[src/rtl/cfsr_ram.sv]
// Generic simple dual-port RAM: one write port, one read port, registered read.
// Stand-alone; used for the per-slot filter tables of the router.
module cfsr_ram #(
    parameter int WIDTH = 60,
    parameter int DEPTH = 64
) (
    input  logic                                   clk,
    input  logic                                   we,
    input  logic [(DEPTH > 1 ? $clog2(DEPTH) : 1)-1:0] waddr,
    input  logic [WIDTH-1:0]                       wdata,
    input  logic [(DEPTH > 1 ? $clog2(DEPTH) : 1)-1:0] raddr,
    output logic [WIDTH-1:0]                       rdata
);

    logic [WIDTH-1:0] mem [DEPTH];
    logic [WIDTH-1:0] rd_data_reg;

    always_ff @(posedge clk) begin
        if (we) begin
            mem[waddr] <= wdata;
        end
        rd_data_reg <= mem[raddr];
    end

    assign rdata = rd_data_reg;

endmodule

[config.mk]
export PLATFORM = sky130hd
export DESIGN_NAME = cfsr_ram
export DESIGN_NICKNAME = d
export VERILOG_FILES = /design/src/rtl/cfsr_ram.sv
export SDC_FILE = /design/constraint.sdc
export NUM_CORES = 2
export LEC_CHECK = 0
export BUFFER_PORTS_ARGS = -buffer_cell sky130_fd_sc_hd__clkbuf_2
export CAP_MARGIN = 5
export CORE_MARGIN = 5
export CORE_UTILIZATION = 60
export CTS_BUF_LIST = sky130_fd_sc_hd__clkbuf_4
export DETAILED_ROUTE_END_ITERATION = 12
export GPL_ROUTABILITY_DRIVEN = 1
export HOLD_SLACK_MARGIN = 0.08
export PLACE_DENSITY = 0.76
export SLEW_MARGIN = 40
export SYNTH_ARGS = -nofsm -noshare
export SYNTH_HDL_FRONTEND = slang
export SYNTH_SLANG_ARGS = --single-unit
export TNS_END_PERCENT = 30
[constraint.sdc]
create_clock -name clk -period 6.6 [get_ports clk]
set_input_delay 0.99 -clock clk [delete_from_list [all_inputs] [get_ports clk]]
set_output_delay 0.99 -clock clk [all_outputs]
set_load 0.01 [all_outputs]
Yosys cells after proc, flatten, opt, wreduce, memory -nomap -nowiden

Memories as Yosys holds them, arrays and structs flattened. A register that Yosys moved wholly into a read port is not among the register bits.
Index checks and enable logic that the tools add are counted.

Register bits: 0
Bits in latches: 0
Memory bits (writable): 3840
Memory bits (read-only): 0
Bits of input ports: 74
Output and inout bits: 60
Word-level logic and storage cells: 3
Memories: 1

Add/subtract/negate cells: 0
Multiply operators: 0
Div/mod/pow operators: 0
Magnitude comparators: 0
Equality and inequality tests: 0
Shift-type cells: 0
Muxes and demuxes: 2
Bitwise gates (word level): 0
Reduce and logical (&&, ||, !) cells: 0

Memory list:

| memory | depth | bits a word | read ports | clocked after memory_dff | write ports | line | text |
|---|---|---|---|---|---|---|---|
| mem    | 64    | 60          | 1          | 1                        | 1           | 15   | `logic [WIDTH-1:0] mem [DEPTH];` |

Operator list:

| kind    | count |
|---|---|
| $mux W1 | 2 |

Longest topological paths before layout

Word-level depth: 2
Mapped depth: 11
Depth with buffers taken out: 5

Worst setup path before layout

OpenSTA, ideal clock, no wires.

Path type: input port to flip-flop
Start: input port waddr[3] (netlist name)
End: memory mem[48][0], enable pin
Setup time: 0.551 ns
Arrival time: 5.567 ns
Data required time: 6.049 ns
Slack: 0.481 ns
Cell stages on the path: 4
Path buffers: 1
Cells stage by stage: clkbuf_1 > nor2b_1 > nand4b_1 > nor3_1

RTL lines:

| what            | line | text |
|---|---|---|
| start, declared | 9    | `input logic [(DEPTH > 1 ? $clog2(DEPTH) : 1)-1:0] waddr,` |
| end, declared   | 15   |  |

Straight into the memory's write port.

Worst setup path in the final report

Start: register rd_data_reg[24], in the netlist rdata[24], read port of mem
End: output port rdata[24]

RTL lines:

| what            | line | text |
|---|---|---|
| start, declared | 16   | `logic [WIDTH-1:0] rd_data_reg;` |
| end, declared   | 12   | `output logic [WIDTH-1:0] rdata` |

No word-level cell between the ends.

==> impl_results.md <==
- Status: finished clean
- Clk pin slew, worst setup/hold paths: 70 ps
- Number of cell rows: 181
- Switching part of the total: 22.3%
- Placed cell area: 0.153 mm2
- Routed wl met2: 186 mm
- Top Ports: 134
- Worst-Margin Slew: 933 ps
- Cell internal pwr: 37.9 mW
- Initial core utilization: 60.2%
- Routed length per placed instance: 35.5 um
- RSZ-0062 raised after global routing: no
- Setup TNS: 0 ps
- Fmax: 293 MHz
- Wire length of the first global-routing pass: 553 mm
- Worst Path Max Fanout: 1
- Worst vdd ir: 0.216 mV
- DP HPWL: 212 mm
- Wl on met1: 131 mm
- Worst path buffer plus inverter count: 1
- Max-cap viol count: 0
- Synth warnings: 0
- Leading area contributor after synthesis: edfxtp_1
- Leakage: 52.5 nW
- WP data arrival: 2420 ps
- Synth-to-layout area growth: 12.8%
- Gate Count Post-Synth: 6093
- PostCTS Resize Cnt: 0
- GPL Wtd Cong: 0.812
- Final ANT Viol Nets: 0
- Die height: 504 um
- Die Width: 504 um
- Net Sw Power: 10.9 mW
- Vias in the first global route: 76137
- DP Worst Slack: 2370 ps
- WL met3: 56.3 mm
- Total CTS buffers: 909
- Hold Crit Class: primary input to flip-flop
- Top sig layer: met5
- Clock sink count: 3900
- CP required: 5610 ps
- Slew HR: 37.8%
- Clk buf depth: 4
- Die area: 0.254 mm2
- All-layer global routing usage: 30.9%
- Layout Nets: 7167
- Design Area, Final: 0.165 mm2
- First-pass detailed-route iteration total: 6
- DRC: 0
- Slew Limit Fails: 0
- 1st-iter DRT viols: 11827
- Core area: 0.243 mm2
- # H-tree levels: 6
- Final worst slack: 3190 ps
- Avg Inst Size Synth: 24.0 um2
- Sequential cell area: 0.117 mm2
- Via count: 75151
- Critical path, cell by cell: clkbuf_2
- Port bufs: 133
- Largest net degree at the start of global routing: 107
- Synth area leaders: edfxtp_1 (79%), mux4_2 (16%), dfxtp_1 (0.82%), o22ai_1 (0.80%), nor2_1 (0.45%)
- Critical path's slowest cell: dfxtp_1
- Syn nets: 6167
- Initial antenna violation count: 33
- Yosys top cell area share: 78.7%
- CTS tree: yes
- Worst setup SP type: flip-flop
- Setup Skew: 139 ps
- Synthesized flop and latch total: 3900
- GR Overflow Total: 0
- Setup crit end kind: primary output
- Multi-input gate area: 0.0290 mm2
- Minimum clock period: 3410 ps
- Final Hold Fails: 0
- Count of unique library cells instantiated by Yosys: 36
- Ratio of cells with drive above 1 in the final layout: 38.1%
- Root Buffer: clkbuf_4
- Vias/cell: 6.82
- Sequential share of power: 56.5%
- Final worst path period share: 51.7%
- Register area share after synthesis: 79.5%
- Final setup viols: 0
- Synthesized cell area: 0.147 mm2
- Logic pwr share: 4.9%
- Clock Latency Late Sink: 1450 ps
- CP peak stage delay: 720 ps
- Post-CTS setup buffers: 0
- Critical path type: flip-flop to primary output
- PwrDens: 295 mW/mm2
- Final wirelength: 391 mm
- Top cell family by delay on the critical path: flip-flops
- Fillers: 14543
- Clk network pwr share: 38.5%
[registers in the layout, indices dropped and copies added (netlist names)]
signal,count
mem,3840
rdata,60
[worst paths after layout]
check                             endpoint         from  slack [ps]  depth (start not counted)
worst max-delay path             rdata[24]    rdata[24]        3190                          1
worst min register to register   rdata[58]  mem[29][58]         870                          5
worst min-delay path            mem[33][5]     wdata[5]         260                          1
worst max register to register   rdata[43]  mem[61][43]        4400                          5
[Yosys cell counts]
library cell and n:
edfxtp_1 3840, o221ai_1 59, nand4b_1 1, buf_2 99, buf_4 34, a211oi_1 3
nand2b_1 9, dfxtp_1 60, o22ai_1 188, nand2_1 68, or3b_2 4, or2_2 3
and2_0 1, o221a_2 9, nor2b_1 9, o21ai_1 1, a21oi_1 74, mux2i_1 51
or3_1 3, nand3_1 5, nand3b_1 5, buf_6 5, o32ai_1 1, or2_0 1
nand4_1 2, a31oi_1 28, buf_1 32, nor3_1 12, clkbuf_1 170, mux2_2 58
nor2_1 177, mux4_2 1040, o31ai_1 1, inv_2 1, o21ai_0 38, or3b_1 1
[metal layers]
metal	track usage, %	up-vias
met5	0	-
met4	13.9	16
met3	9.11	1005
met2	47.3	6383
met1	41.9	38738
li1	-	29009
[metrics by stage]
| stage | instances | power [mW] | utilization [%] | hold WS, ps |
|---|---|---|---|---|
| final | 11024 | 48.8 | 67.9 | 263 |
| after global routing | 11006 | 50.6 | 67.9 | 170 |
| after CTS | 10998 | 49.0 | 67.9 | 84.6 |
| after detailed placement | 9320 | 30.4 | 62.9 | 856 |
| after global placement | 9285 | 30.4 | 62.6 | 858 |
| after floorplan | 6093 | 29.3 | - | 758 |
[cell families after synthesis]
| logic type | synth area share, % |
|---|---|
| buffers and inverters | 1.07 |
| AOI/OAI and AO/OA | 1.76 |
| muxes | 16.8 |
| DFF | 79.5 |
| and+or+nand+nor | 0.867 |
[power by group through the flow]
stage | Combinational [mW] | Sequential [mW] | Clock, mW
floorplan | 1.31 | 28.0 | 0
global placement | 2.28 | 28.1 | 0
detailed placement | 2.35 | 28.1 | 0
CTS | 2.40 | 27.5 | 19.0
global route | 2.53 | 27.5 | 20.5
finish | 2.41 | 27.5 | 18.8
[placed cells by master (no fill, tap or decap), types with 6 or more instances in the layout]
cell,n
nand2_1,64
buf_12,40
buf_16,16
clkinv_1,212
mux4_2,1040
edfxtp_1,3840
nor2b_1,7
o22ai_1,188
o21ai_0,38
a21oi_1,74
o221a_2,9
clkbuf_4,1406
nor2_1,115
nor2_4,62
dfxtp_1,60
o221ai_1,59
nor3_1,10
inv_2,11
diode_2,21
buf_6,17
buf_4,144
a31oi_1,28
clkinv_2,17
buf_8,25
mux2i_1,51
dlygate4sd3_1,59
mux2_2,58
clkinvlp_4,6
clkbuf_2,77
[area by class of cell]
cell class                      count  share of cell area (%)
Inverter                            1                 0.00530
Tap cell                         3202                    2.42
Antenna cell                       21                  0.0318
Clock buffer                     1355                    6.16
Clock inverter                    264                   0.757
Timing Repair Buffer              429                    2.57
Multi-Input combinational cell   1852                    17.5
Sequential cell                  3900                    70.5
[timing repair]
action,4_1_cts,5_1_grt
hold endpoints to repair,2175,0
setup endpoints to repair,0,0
hold buffers,59,0
Note: power is estimated with default switching activity, not from simulation.
